--- src/rtl/xarr_pkg.sv ---
// ----------------------------------------------------------------------------
// xarr_pkg
// Shared constants and helpers for the audio ring resampler and mixer.
// ----------------------------------------------------------------------------
package xarr_pkg;

    localparam int RING_DEPTH    = 16384;
    localparam int FRAME_SAMPLES = 32;
    localparam int IDX_W         = $clog2(RING_DEPTH);
    localparam int FRAME_W       = $clog2(FRAME_SAMPLES + 1);

    localparam int DIVIDEND_W = 32;
    localparam int DIVISOR_W  = 20;
    localparam int DIV_CNT_W  = $clog2(DIVIDEND_W + 1);

    localparam logic [15:0] OUT_RATE     = 16'd44100;
    localparam logic [31:0] PHASE_ONE    = 32'h0001_0000;
    localparam logic [6:0]  REPEAT_START = 7'd100;
    localparam logic [19:0] LEN_MAX      = 20'hF_FFFF;

    localparam logic [1:0] OP_START  = 2'd0;
    localparam logic [1:0] OP_SAMPLE = 2'd1;
    localparam logic [1:0] OP_MIX    = 2'd2;

    localparam logic [1:0] REG_ENABLE       = 2'd0;
    localparam logic [1:0] REG_LEFT_VOLUME  = 2'd1;
    localparam logic [1:0] REG_RIGHT_VOLUME = 2'd2;

    function automatic logic [15:0] scale_half(input logic [15:0] half,
                                               input logic [14:0] vol);
        logic signed [31:0] prod;
        logic signed [31:0] adj;
        prod = 32'($signed(half)) * 32'($signed({1'b0, vol}));
        adj  = prod + ((prod < 0) ? 32'sd32767 : 32'sd0);
        return 16'(adj >>> 15);
    endfunction

endpackage

--- src/rtl/xarr_div.sv ---
// ----------------------------------------------------------------------------
// xarr_div
// Restoring divider, one quotient bit per cycle; done pulses with the result.
// ----------------------------------------------------------------------------
module xarr_div (
    input  logic                           aclk,
    input  logic                           aresetn,
    input  logic                           start,
    input  logic [xarr_pkg::DIVIDEND_W-1:0] dividend,
    input  logic [xarr_pkg::DIVISOR_W-1:0]  divisor,
    output logic                           done,
    output logic [xarr_pkg::DIVIDEND_W-1:0] quotient
);
    import xarr_pkg::*;

    logic [DIV_CNT_W-1:0]  cnt_reg, cnt_next;
    logic                  busy_reg, busy_next;
    logic                  done_reg, done_next;
    logic [DIVISOR_W-1:0]  rem_reg, rem_next;
    logic [DIVIDEND_W-1:0] quo_reg, quo_next;
    logic [DIVISOR_W-1:0]  dvs_reg, dvs_next;
    logic [DIVISOR_W:0]    trial;

    always_comb begin
        cnt_next  = cnt_reg;
        busy_next = busy_reg;
        done_next = 1'b0;
        rem_next  = rem_reg;
        quo_next  = quo_reg;
        dvs_next  = dvs_reg;
        trial     = {rem_reg, quo_reg[DIVIDEND_W-1]};
        if (start) begin
            busy_next = 1'b1;
            cnt_next  = '0;
            rem_next  = '0;
            quo_next  = dividend;
            dvs_next  = divisor;
        end else if (busy_reg) begin
            if (trial >= {1'b0, dvs_reg}) begin
                rem_next = DIVISOR_W'(trial - {1'b0, dvs_reg});
                quo_next = {quo_reg[DIVIDEND_W-2:0], 1'b1};
            end else begin
                rem_next = trial[DIVISOR_W-1:0];
                quo_next = {quo_reg[DIVIDEND_W-2:0], 1'b0};
            end
            cnt_next = cnt_reg + 1'b1;
            if (cnt_reg == DIV_CNT_W'(DIVIDEND_W - 1)) begin
                busy_next = 1'b0;
                done_next = 1'b1;
            end
        end
    end

    always_ff @(posedge aclk) begin
        if (!aresetn) begin
            busy_reg <= 1'b0;
            done_reg <= 1'b0;
            cnt_reg  <= '0;
        end else begin
            busy_reg <= busy_next;
            done_reg <= done_next;
            cnt_reg  <= cnt_next;
        end
        rem_reg <= rem_next;
        quo_reg <= quo_next;
        dvs_reg <= dvs_next;
    end

    assign done     = done_reg;
    assign quotient = quo_reg;

endmodule

--- config.mk ---
export PLATFORM = sky130hd
export DESIGN_NAME = xarr_div
export DESIGN_NICKNAME = d
export VERILOG_FILES = /design/src/rtl/xarr_pkg.sv /design/src/rtl/xarr_div.sv
export SDC_FILE = /design/constraint.sdc
export NUM_CORES = 1
export LEC_CHECK = 0
export BUFFER_PORTS_ARGS = -buffer_cell sky130_fd_sc_hd__buf_2
export CAP_MARGIN = 40
export CELL_PAD_IN_SITES_DETAIL_PLACEMENT = 1
export CELL_PAD_IN_SITES_GLOBAL_PLACEMENT = 1
export CORE_MARGIN = 2
export CORE_UTILIZATION = 47
export DETAILED_ROUTE_END_ITERATION = 10
export GPL_TIMING_DRIVEN = 0
export PLACE_DENSITY = 0.94
export SLEW_MARGIN = 20
export SYNTH_ARGS = -nofsm -noshare
export SYNTH_HDL_FRONTEND = slang
export SYNTH_SLANG_ARGS = --single-unit
--- constraint.sdc ---
create_clock -name aclk -period 3.9 [get_ports aclk]
set_input_delay 0.585 -clock aclk [delete_from_list [all_inputs] [get_ports aclk]]
set_output_delay 0.585 -clock aclk [all_outputs]
set_load 0.1 [all_outputs]
Word-level counts from Yosys, hierarchy flattened
Cells that the tools add are included.
{"block": "totals", "regBits": 80, "output_inout_bits": 33, "in_bits": 55}
{"block": "classes", "magnitude_cmp": 1, "reduce_logical": 3, "mux": 8, "bitwise": 2, "n_eq_ne": 1, "addsub": 2}
{"op": "$mux W32", "n": 2}
{"op": "$ge A21 B20 Y1", "n": 1}
{"op": "$mux W20", "n": 1}
{"op": "$sub A20 B20 Y20", "n": 1}
{"op": "$add A6 B1 Y6 const B", "n": 1}
{"op": "$eq A6 B5 Y1 const B", "n": 1}
{"op": "$mux W1", "n": 5}
{"op": "$reduce_or A3 Y1", "n": 1}
{"op": "$not A1 Y1", "n": 2}
{"op": "$reduce_bool A2 Y1", "n": 1}
{"op": "$reduce_or A2 Y1", "n": 1}

Depth between registers and ports, before layout
Gate-level depths: netlist of run 1.
{"block": "logic_depth", "depth_word": 4, "ltp_mapped": 12, "mapped_depth_nobuf": 10}

Worst setup path after synthesis of run 1
No wires, ideal clock.
{"block": "synth_path", "kind": "reg2reg", "start": "reg quo_reg[31] (netlist: quotient[31])", "end": "reg rem_reg[18]", "setup_time_ns": 0.141, "path_stages_with_launch": 11, "n_path_buf": 0, "setup_slack_ns": 0.897, "synth_period_minus_slack_ns": 3.003, "t_arrival_ns": 2.862, "required_time_ns": 3.759, "path_cell_list": "edfxtp_1 > inv_1 > ha_1 > fa_1 > nor2b_1 > o211a_1 > o2111a_1 > a2111oi_4 > nor4b_2 > o311ai_2 > o311ai_2"}
{"block": "synth_between", "elab_chain_cells": 2, "word_cells_on_any_way": 3, "classes_between": "add/sub: 1; order compare: 1; mux: 1"}
{"element": "start: declaration", "line": "xarr_div.sv:20", "source": "logic [DIVIDEND_W-1:0] quo_reg, quo_next;"}
{"element": "start signal: assignment", "line": "xarr_div.sv:65", "source": "quo_reg <= quo_next;"}
{"element": "$sub A20 B20 Y20 or $ge A21 B20 Y1 (tied branches)", "line": "xarr_div.sv:40, xarr_div.sv:39"}
{"element": "$mux W20 (*)", "line": "xarr_div.sv:39", "source": "if (trial >= {1'b0, dvs_reg}) begin"}
{"element": "end signal: assignment", "line": "xarr_div.sv:64", "source": "rem_reg <= rem_next;"}
{"element": "end: declaration", "line": "xarr_div.sv:19", "source": "logic [DIVISOR_W-1:0] rem_reg, rem_next;"}
Mark *: on every way between the ends. The rest lies on a longest branch, timed or not.
A chain may end at the register's enable or synchronous reset.

Worst setup path in the final report of run 1
{"block": "layout_path", "start": "in start", "end": "reg quo_reg[8] (netlist: quotient[8]) (enable)"}
{"block": "layout_between", "elab_chain_cells": 1}
{"element": "start: declaration", "line": "xarr_div.sv:8", "source": "input logic start,"}
{"element": "$reduce_bool A2 Y1 (no source line)"}
No other way between the ends.

==> results of run 1 <==
==> power by group through the flow <==
stage / logic [uW] / clock network (uW) / registers [uW]
floorplan: 382 / 0 / 1300
global placement: 782 / 0 / 1050
detailed placement: 819 / 0 / 1050
CTS: 832 / 599 / 1040
global route: 888 / 622 / 1040
finish: 838 / 595 / 1040
==> worst paths after layout <==
kind	start	endpoint	slack, ps	depth (start not counted)
max	start	quotient[8]$_DFFE_PP_	970	6
min	divisor[17]	dvs_reg[17]$_DFFE_PP_	390	1
min reg2reg	rem_reg[15]$_SDFFE_PP0P_	rem_reg[16]$_SDFFE_PP0P_	520	2
max reg2reg	rem_reg[3]$_SDFFE_PP0P_	quotient[0]$_DFFE_PP_	1120	9
==> layout make-up <==
class / count / area share (%)
multi-input cells: 273 / 40.6
clock buffers: 10 / 2.44
repair buffers: 88 / 8.63
well taps: 111 / 2.66
inverters: 28 / 2.01
clock inverters: 6 / 0.983
plain buffers: 20 / 2.01
flip-flops and latches: 80 / 40.7
==> cells by family (layout without fill, tap and decap cells) <==
logic type / Yosys count / count (layout) / synth area share, %
and+or+nand+nor: 107 / 107 / 12.4
AOI/OAI and AO/OA: 85 / 85 / 15.2
DFF: 80 / 80 / 47.7
buffers and inverters: 48 / 152 / 4.72
muxes: 42 / 42 / 10.3
adders and majority gates: 22 / 22 / 6.35
xor gates and xnor gates: 17 / 17 / 3.34
==> synthesized netlist by cell type (4+ instances only) <==
| master | instances | area share [%] |
|---|---|---|
| a21oi_1 | 10 | 1.1 |
| nor4b_1 | 4 | 0.79 |
| nand4_1 | 5 | 0.70 |
| nor3_1 | 8 | 0.90 |
| buf_1 | 4 | 0.34 |
| o21ai_0 | 13 | 1.5 |
| dfxtp_1 | 28 | 13 |
| nand3_1 | 12 | 1.3 |
| xnor2_1 | 13 | 2.6 |
| a21o_1 | 8 | 1.3 |
| mux2i_1 | 10 | 2.2 |
| nor2b_1 | 4 | 0.56 |
| clkbuf_1 | 7 | 0.59 |
| edfxtp_1 | 52 | 35 |
| nand2_1 | 20 | 1.7 |
| nor2_1 | 34 | 2.9 |
| inv_1 | 28 | 2.4 |
| buf_2 | 6 | 0.67 |
| xor2_1 | 4 | 0.79 |
| a211oi_1 | 13 | 2.2 |
| mux2_2 | 32 | 8.1 |
| ha_1 | 21 | 5.9 |
==> metrics by stage <==
stage	instances	power, uW	util, %	hold slack, ps
3_5_place_dp	600	1870	54.8	500
5_1_grt	616	2550	56.8	378
6_report	616	2470	56.8	388
3_3_place_gp	599	1830	54.7	468
4_1_cts	616	2470	56.8	373
2_1_floorplan	401	1680	-	458
==> worst max-delay path: stages <==
cell,delay [ps]
buf_2,450
clkbuf_1,340
clkbuf_1,500
nor2_1,260
inv_1,590
buf_8,260
==> layer usage <==
| layer | GRT usage [%] | routed length, um | vias to the layer above |
|---|---|---|---|
| met5 | 0 | 0 | - |
| met3 | 8.56 | 1040 | 35 |
| met2 | 48.9 | 6900 | 176 |
| met4 | 9.98 | 365 | 0 |
| li1 | - | - | 1689 |
| met1 | 30.6 | 5170 | 1829 |
==> impl_results.md, run 1 <==
* Status: completed
* Reg power frac at between 40% and 50%
* Hold_buf cts at 0
* Critical path data required time at 3970 ps
* CTS tree: built
* Synth-to-Final Area Change at 17.3%
* Starting DRT DRC Count at 202
* Antenna diodes at 0
* Peak supply drop at 380 uV
* Commonest non-fill, non-tap cell in the layout: buf_2
* Worst clock skew at between 10 and 15 ps
* Post-CTS Setup Inserts at 0
* Wire per inst at ~22 um
* Initial core utilization at 48.4%
* # resized after CTS at 0
* Post-synth top flop: edfxtp_1
* CTS buffer count at 9
* Multi-input gate area at 0.00212 mm2
* CP startpoint kind: input pin
* TNS Setup at 0 ps
* Placeable Area at 0.00920 mm2
* Initial antenna violation count at 0
* Mapped cell area at approximately 0.0045 mm2
* NetSw at between 900 and 1000 uW
* Clock share of power at between 20% and 30%
* Row Count at 35
* Vias/cell at around 6
* Path type of the worst setup path: input pin to flop
* RD Place Congestion at about 0.88
* Layout cell share with drive strength beyond 1 at a little under a third
* Post-Syn Instances at 401
* Number of flip-flops in the largest register at 32
* Hold Path Class: input pin to flop
* Min Tclk post-route at just under 3000 ps
* Crit path DAT at about 3000 ps
* H-tree Lvls at 3
* Clk slew on worst S/H paths at ~100 ps
* Final #Nets at around 580
* Slew headroom at ~52%
* Fillers at between 1k and 1.5k
* First-pass GRT wire length at roughly 21 mm
* Die ar. at a little over 0.01 mm2
* #FFs+latches synth at 80
* # setup viols final at 0
* Dpl hpwl at between 9 and 10 mm
* Post-synth EDFFs at 52
* Placed Area at between 0.005 and 0.006 mm2
* Final Hold Viols at 0
* Asr flop ratio synth at 0%
* Sequential-to-total area share from yosys stat at a little under half
* Post-route design area at 0.00522 mm2
* Combinational Power Share at between 30 and 40%
* Maxcap violations at 0
* # IOs at around 90
* First-pass detailed-route iteration total at 4
* CTS Buffer Depth at 2
* Warnings from Yosys at 0
* Setup ws final at roughly 1000 ps
* GRT Util Overall at a little over a quarter
* Mapped Nets at around 480
* Register area at between 0.002 and 0.0025 mm2
* Final period util at between 70% and 80%
* Largest net degree at the start of global routing at 22
* Syn Area/Cell at around 11 um2
* Fmax at between 300 and 400 MHz
* Final WL at between 10 and 15 mm
* CP Capture Type: flop
* Via count at between 3k and 4k
* Internal at approximately 1500 uW
* CTS sink cnt at 80
* Unrepaired setup endpoints after global routing: false
* Total gr overflow at 0
* Die Y at 101 um
* Max Transition Viols Final at 0
* Worst-skew pair later-pin latency at 360 ps
* Pre-CTS WS at slightly below 600 ps
* Detailed-route DRC error count at 0
* Max FO, Critical Path at 21
* Vias in the first global route at a little over 4k
* CTS root buffer: clkbuf_8
* Power Density at about 470 mW/mm2
* Worst Max-Slew Pin Slew at approximately 710 ps
* Sw frac at between 40 and 50%
* PortBufs at 87
* Die width at between 100 and 150 um
* LEAKAGE at approximately 0.0022 uW
* Post-route ant nets at 0
* Cell variety after synth at 61
* Commonest cells after routing, fill and taps aside: 93 x buf_2, 52 x edfxtp_1, 34 x nor2_1
No activity file was read; power rests on OpenSTA's default activity.
==> inputs of run 2 (changes only) <==
--- a/config.mk
+++ b/config.mk
@@ -10,10 +10,10 @@
 export CELL_PAD_IN_SITES_DETAIL_PLACEMENT = 1
 export CELL_PAD_IN_SITES_GLOBAL_PLACEMENT = 1
 export CORE_MARGIN = 2
-export CORE_UTILIZATION = 47
+export CORE_UTILIZATION = 39
 export DETAILED_ROUTE_END_ITERATION = 10
 export GPL_TIMING_DRIVEN = 0
-export PLACE_DENSITY = 0.94
+export PLACE_DENSITY = 0.84
 export SLEW_MARGIN = 20
 export SYNTH_ARGS = -nofsm -noshare
 export SYNTH_HDL_FRONTEND = slang
==> constraint.sdc (replaced) <==
create_clock -name aclk -period 2.45 [get_ports aclk]
set_input_delay 0.3675 -clock aclk [delete_from_list [all_inputs] [get_ports aclk]]
set_output_delay 0.3675 -clock aclk [all_outputs]
set_load 0.1 [all_outputs]
==> run 2 against run 1 <==
The run now ends with negative setup slack left. Sequential cell count did not move. First-iteration DRC count decreased by 29%. Non-clock buffer count up 15. Largest power group unchanged. Die area is 20% higher. Cell area is 11% higher.
==> impl_results.md, run 2 (same netlist as run 1, synthesis figures left out) <==
* Maxcap violations at 0 (unchanged)
* # setup viols final at 9 (+9)
* Register area at 0.00212 mm2 (unchanged)
* LEAKAGE at 0.00239 uW (+9.4%)
* Crit path DAT at 2840 ps (-160 ps)
* Fmax at slightly below 400 MHz
* Multi-input gate area at 0.00236 mm2 (+11%)
* Path type of the worst setup path: flop to flop
* Starting DRT DRC Count at 144 (-29%)
* Worst Max-Slew Pin Slew at 717 ps (+3.27 ps)
* CP Capture Type: flop
* DR top layer: met4
* Critical path data required time at 2720 ps (-1250 ps)
* Total Power at 4670 uW (+89%)
* Antenna diodes at 0 (unchanged)
* Detailed-route DRC error count at 0 (unchanged)
* Layout cell share with drive strength beyond 1 at 40.0% (+9.3 points)
* R2R setup slack at -120 ps (-1240 ps)
* Clk slew on worst S/H paths at 60 ps (-40 ps)
* Met2 wire length at 6.53 mm (-5.3%)
* Final WL at 12.9 mm (-4.0%)
* Max FO, Critical Path at 4 (-81%)
* Reg2Reg Depth at 11 (+2)
* Power Density at 804 mW/mm2 (+70%)
* Status: complete, but fails checks
* Initial antenna violation count at 0 (unchanged)
* Die ar. at 0.0123 mm2 (+20%)
* Detailed-routed wire length on met3 at 1.12 mm (+7.8%)
* Hold_buf cts at 0 (unchanged)
* Commonest non-fill, non-tap cell in the layout: buf_2
* CTS sink cnt at 80 (unchanged)
* First-pass detailed-route iteration total at 4 (unchanged)
* Worst-skew pair later-pin latency at 340 ps (-20 ps)
* RD Place Congestion at 0.805 (-8.0%)
* Die width at 111 um (+9.4%)
* Placed Area at 0.00510 mm2 (+1.2%)
* CTS tree: built
* GRT Util Overall at 20.6% (-6.8 points)
* Unrepaired setup endpoints after global routing: true
* Final #Nets at 592 (+2.6%)
* Post-route design area at 0.00581 mm2 (+11%)
* Max Transition Viols Final at 0 (unchanged)
* Dpl hpwl at 8.81 mm (-9.3%)
* CP startpoint kind: flop
* Placeable Area at 0.0113 mm2 (+23%)
* Reg2reg end: rem_reg[17]$_SDFFE_PP0P_
* Hold Path Class: input pin to flop
* Post-route ant nets at 0 (unchanged)
* Fillers at 1211 (+17%)
* # IOs at 88 (unchanged)
* Via count at 3672 (-1.5%)
* Final period util at 105%
* Final Hold Viols at 0 (unchanged)
* Vias in the first global route at 4069 (+0.52%)
* Initial core utilization at 39.5% (-8.9 points)
* Failing checks: negative setup slack
* Min-delay src: divisor[9]
* Row Count at 39 (+11%)
* PortBufs at 87 (unchanged)
* First-pass GRT wire length at 20.0 mm (-6.4%)
* Total gr overflow at 0 (unchanged)
* Worst clock skew at 4.93 ps (-6.69 ps)
* WL met1 at 4.90 mm (-5.3%)
* Vias/cell at 5.54 (-8.5%)
* CTS buffer count at 9 (unchanged)
* Wire per inst at 19.5 um (-11%)
* Hold Crit Depth at 1 (unchanged)
* Die Y at 111 um (+9.4%)
* WHS Endpoint: dvs_reg[9]$_DFFE_PP_
* CTS Buffer Depth at 2 (unchanged)
* Commonest cells after routing, fill and taps aside: 89 x buf_2, 52 x edfxtp_1, 33 x nor2_1
* CTS root buffer: clkbuf_16
* Pre-CTS WS at -548 ps (-1130 ps)
* Setup ws final at -124 ps (-1100 ps)
* Largest net degree at the start of global routing at 33 (+50%)
* R2r startpoint: dvs_reg[4]$_DFFE_PP_
* Slew headroom at 52.2% (-0.17 points)
* Min Tclk post-route at ~2600 ps
* Number of flip-flops in the largest register at 32 (unchanged)
* Synth-to-Final Area Change at 30.6%
* H-tree Lvls at 3 (unchanged)
* Peak supply drop at 558 uV (+47%)
## run 2: cell types whose count changed in the layout (fill, tap and decap cells not counted), moves of 4 or more
cell       change
buf_4         +13
clkbuf_16      +9
ha_2           +4
ha_1           -7
clkbuf_8       -9
buf_2          -4
## run 2: area by class of cell
cell class              count  area share, %
plain buffers              19           2.00
clock buffers              11           4.00
clock inverters             5           1.83
inverters                  28           1.85
multi-input cells         273           40.6
flip-flops and latches     80           36.5
well taps                 143           3.08
repair buffers            104           10.2
## run 2: worst max path at each step
stage / start / to / slack, ps / cells past startpoint
floorplan: quotient[31]$_DFFE_PP_ / rem_reg[18]$_SDFFE_PP0P_ / -400 / 10
global placement: start / quotient[10]$_DFFE_PP_ / -790 / 5
detailed placement: start / quotient[10]$_DFFE_PP_ / -550 / 5
CTS: dvs_reg[4]$_DFFE_PP_ / quotient[0]$_DFFE_PP_ / -30 / 10
global route: dvs_reg[4]$_DFFE_PP_ / rem_reg[17]$_SDFFE_PP0P_ / -230 / 11
finish: dvs_reg[4]$_DFFE_PP_ / rem_reg[17]$_SDFFE_PP0P_ / -120 / 11
## run 2: critical path, cell delays in order (launching register included)
cell and delay (ps):
edfxtp_1 380, inv_2 80, ha_4 200, a21o_1 200, or3_4 400, o21a_4 220
o22ai_4 250, buf_6 150, buf_12 90, nor3b_2 210, o311ai_2 160, o211ai_1 140
## run 2: what timing repair did
action	CTS	global route
resized for setup	18	35
endpoints found under the setup margin	53	21
hold endpoints to repair	0	0
buffers inserted	12	6
pin swaps	9	18
## run 2: power by group
part | leakage (uW) | internal, uW | total [uW] | switching, uW
Sequential | 0.000747 | 1570 | 1640 | 70.0
Clock | 0.000160 | 997 | 1530 | 532
Combinational | 0.00148 | 510 | 1500 | 990
## run 2: stage by stage
step / hold WS [ps] / TNS [ps] / std cells / util [%]
after global placement: 471 / -27080 / 631 / 45.2
after CTS: 181 / -53.1 / 659 / 49.8
after detailed placement: 503 / -20250 / 631 / 45.2
final: 195 / -395 / 663 / 51.6
after global routing: 181 / -1570 / 663 / 51.6
after floorplan: 458 / -4060 / 401 / -
## run 2: per-layer routing
layer	GRT usage [%]	up-vias
met4	9.67	0
met3	7.11	29
met5	0	-
li1	-	1722
met1	22.2	1785
met2	36.2	136
==> inputs of run 3 (changes only) <==
--- a/config.mk
+++ b/config.mk
@@ -14,6 +14,7 @@
 export DETAILED_ROUTE_END_ITERATION = 10
 export GPL_TIMING_DRIVEN = 0
 export PLACE_DENSITY = 0.84
+export RECOVER_POWER = 50
 export SLEW_MARGIN = 20
 export SYNTH_ARGS = -nofsm -noshare
 export SYNTH_HDL_FRONTEND = slang
==> run 3 against run 2 <==
The run still ends with negative setup slack left. Cell area is 0.60% lower. Clock-buffer cell count did not move. First-iteration DRC count is 14% lower. Global-route usage stayed put. Clock skew about the same. Cell count stayed put. Maximum frequency hardly changed. Critical path type unchanged. Largest power group unchanged.
==> impl_results.md, run 3 (same netlist as run 1, synthesis figures left out) <==
* CTS Buffer Depth at 2 (unchanged)
* Cell Count, Final, Fillers Out at 663 (unchanged)
* First-pass GRT wire length at 20.0 mm (unchanged)
* Status: complete, but fails checks
* Hold Crit Depth at 1 (unchanged)
* # IOs at 88 (unchanged)
* Dpl hpwl at 8.81 mm (unchanged)
* Register area at 0.00212 mm2 (unchanged)
* Multi-input gate area at 0.00236 mm2 (unchanged)
* Largest net degree at the start of global routing at 33 (unchanged)
* Min-delay src: divisor[9]
* Number of flip-flops in the largest register at 32 (unchanged)
* Cells after DPL at 631 (unchanged)
* Clk slew on worst S/H paths at 60 ps (about the same)
* First-pass detailed-route iteration total at 4 (unchanged)
* Setup ws final at -126 ps (-2.10 ps)
* Synth-to-Final Area Change at 29.8%
* Min Tclk post-route at 2580 ps (+2.10 ps)
* Vias in the first global route at 4069 (unchanged)
* Reg2reg end: rem_reg[17]$_SDFFE_PP0P_
* Post-route ant nets at 0 (unchanged)
* CP startpoint kind: flop
* R2r startpoint: dvs_reg[4]$_DFFE_PP_
* Pre-CTS WS at -548 ps (unchanged)
* Via count at 3690 (+0.49%)
* Detailed-route DRC error count at 0 (unchanged)
* Failing checks: negative setup slack
* Row Count at 39 (unchanged)
* Initial core utilization at 39.5% (unchanged)
* Commonest cells after routing, fill and taps aside: 61 x buf_2, 52 x edfxtp_1, 36 x clkbuf_1
* H-tree Lvls at 3 (unchanged)
* R2R setup slack at -130 ps (about the same)
* Hold_buf cts at 0 (unchanged)
* PortBufs at 87 (unchanged)
* Final period util at 105% (about the same)
* Critical path data required time at 2720 ps (about the same)
* CTS tree: built
* Reg2Reg Depth at 11 (unchanged)
* CTS sink cnt at 80 (unchanged)
* Final WL at 12.9 mm (about the same)
* Final Hold Viols at 0 (unchanged)
* Vias/cell at 5.57 (+0.49%)
* Starting DRT DRC Count at 124 (-14%)
* Worst clock skew at 4.97 ps (+0.0430 ps)
* Final hold slack at 194 ps (-0.611 ps)
* Initial antenna violation count at 0 (unchanged)
* Total gr overflow at 0 (unchanged)
* Crit path DAT at 2850 ps (about the same)
* Commonest non-fill, non-tap cell in the layout: buf_2
* Final #Nets at 592 (unchanged)
* Power Density at 807 mW/mm2 (+0.39%)
* CTS root buffer: clkbuf_16
* Hold Path Class: input pin to flop
* Die Y at 111 um (unchanged)
* Max FO, Critical Path at 4 (unchanged)
* # setup viols final at 9 (unchanged)
* Die ar. at 0.0123 mm2 (unchanged)
* CP Capture Type: flop
* Placeable Area at 0.0113 mm2 (unchanged)
* Unrepaired setup endpoints after global routing: true
* Worst-skew pair later-pin latency at 350 ps (about the same)
* Fmax at 388 MHz (about the same)
* Worst Max-Slew Pin Slew at 1220 ps (+499 ps)
* LEAKAGE at 0.00231 uW (-3.3%)
* Fillers at 1209 (-0.17%)
* Maxcap violations at 0 (unchanged)
* RD Place Congestion at 0.805 (unchanged)
* GRT Util Overall at 20.6% (unchanged)
* Slew headroom at 19.3% (-33 points)
* Antenna diodes at 0 (unchanged)
* Layout cell share with drive strength beyond 1 at 34.6% (-5.4 points)
* Peak supply drop at 551 uV (-1.3%)
* Wire per inst at 19.5 um (about the same)
* WHS Endpoint: dvs_reg[9]$_DFFE_PP_
* Final Util at 51.2% (-0.31 points)
* Path type of the worst setup path: flop to flop
* Max Transition Viols Final at 0 (unchanged)
* Die width at 111 um (unchanged)
* CTS buffer count at 9 (unchanged)
-- run 3: cell types whose count changed in the layout (fill, tap and decap cells not counted) --
cell      before  now
clkbuf_1       8   36
buf_2         89   61
-- run 3: area by class of cell --
cell class / instances / share of cell area (%)
plain buffers: 19 / 2.01
well taps: 143 / 3.10
repair buffers: 104 / 9.62
clock buffers: 11 / 4.03
multi-input cells: 273 / 40.8
flip-flops and latches: 80 / 36.7
clock inverters: 5 / 1.84
inverters: 28 / 1.86
-- run 3: worst max path at each step --
stage | endpoint | depth (start not counted) | from | slack (ps)
after CTS | quotient[0]$_DFFE_PP_ | 10 | dvs_reg[4]$_DFFE_PP_ | -30
after global placement | quotient[10]$_DFFE_PP_ | 5 | start | -790
after floorplan | rem_reg[18]$_SDFFE_PP0P_ | 10 | quotient[31]$_DFFE_PP_ | -400
after detailed placement | quotient[10]$_DFFE_PP_ | 5 | start | -550
after global routing | rem_reg[17]$_SDFFE_PP0P_ | 11 | dvs_reg[4]$_DFFE_PP_ | -230
final | rem_reg[17]$_SDFFE_PP0P_ | 11 | dvs_reg[4]$_DFFE_PP_ | -130
-- run 3: critical path, stage by stage, from the launching register on --
cell and delay [ps]:
edfxtp_1 380, inv_2 80, ha_4 200, a21o_1 210
or3_4 400, o21a_4 220, o22ai_4 250, buf_6 160
buf_12 90, nor3b_2 210, o311ai_2 160, o211ai_1 140
-- run 3: routing by layer --
| metal | vias to the layer above | GRT usage (%) | routed length (um) |
|---|---|---|---|
| met5 | - | 0 | 0 |
| met4 | 0 | 9.67 | 365 |
| met3 | 27 | 7.11 | 1150 |
| met2 | 135 | 36.2 | 6610 |
| met1 | 1807 | 22.2 | 4810 |
| li1 | 1721 | - | - |
-- run 3: where the power goes --
group | switching (uW) | internal, uW
clock | 534 | 997
combinational | 991 | 497
sequential | 71.0 | 1570
-- run 3: stage by stage --
| stage | total power [uW] | TNS [ps] | area (um2) |
|---|---|---|---|
| 3_5_place_dp | 2980 | -20250 | 5100 |
| 6_report | 4660 | -427 | 5780 |
| 2_1_floorplan | 2690 | -4060 | 4490 |
| 3_3_place_gp | 2930 | -27080 | 5100 |
| 5_1_grt | 4860 | -1570 | 5780 |
| 4_1_cts | 4610 | -53.1 | 5610 |
-- run 3: repair_timing --
item	4_1_cts	5_1_grt
setup buffers	12	6
endpoints found under the setup margin	53	21
resized for setup	18	35
pin swaps	9	18
gates cloned	0	0
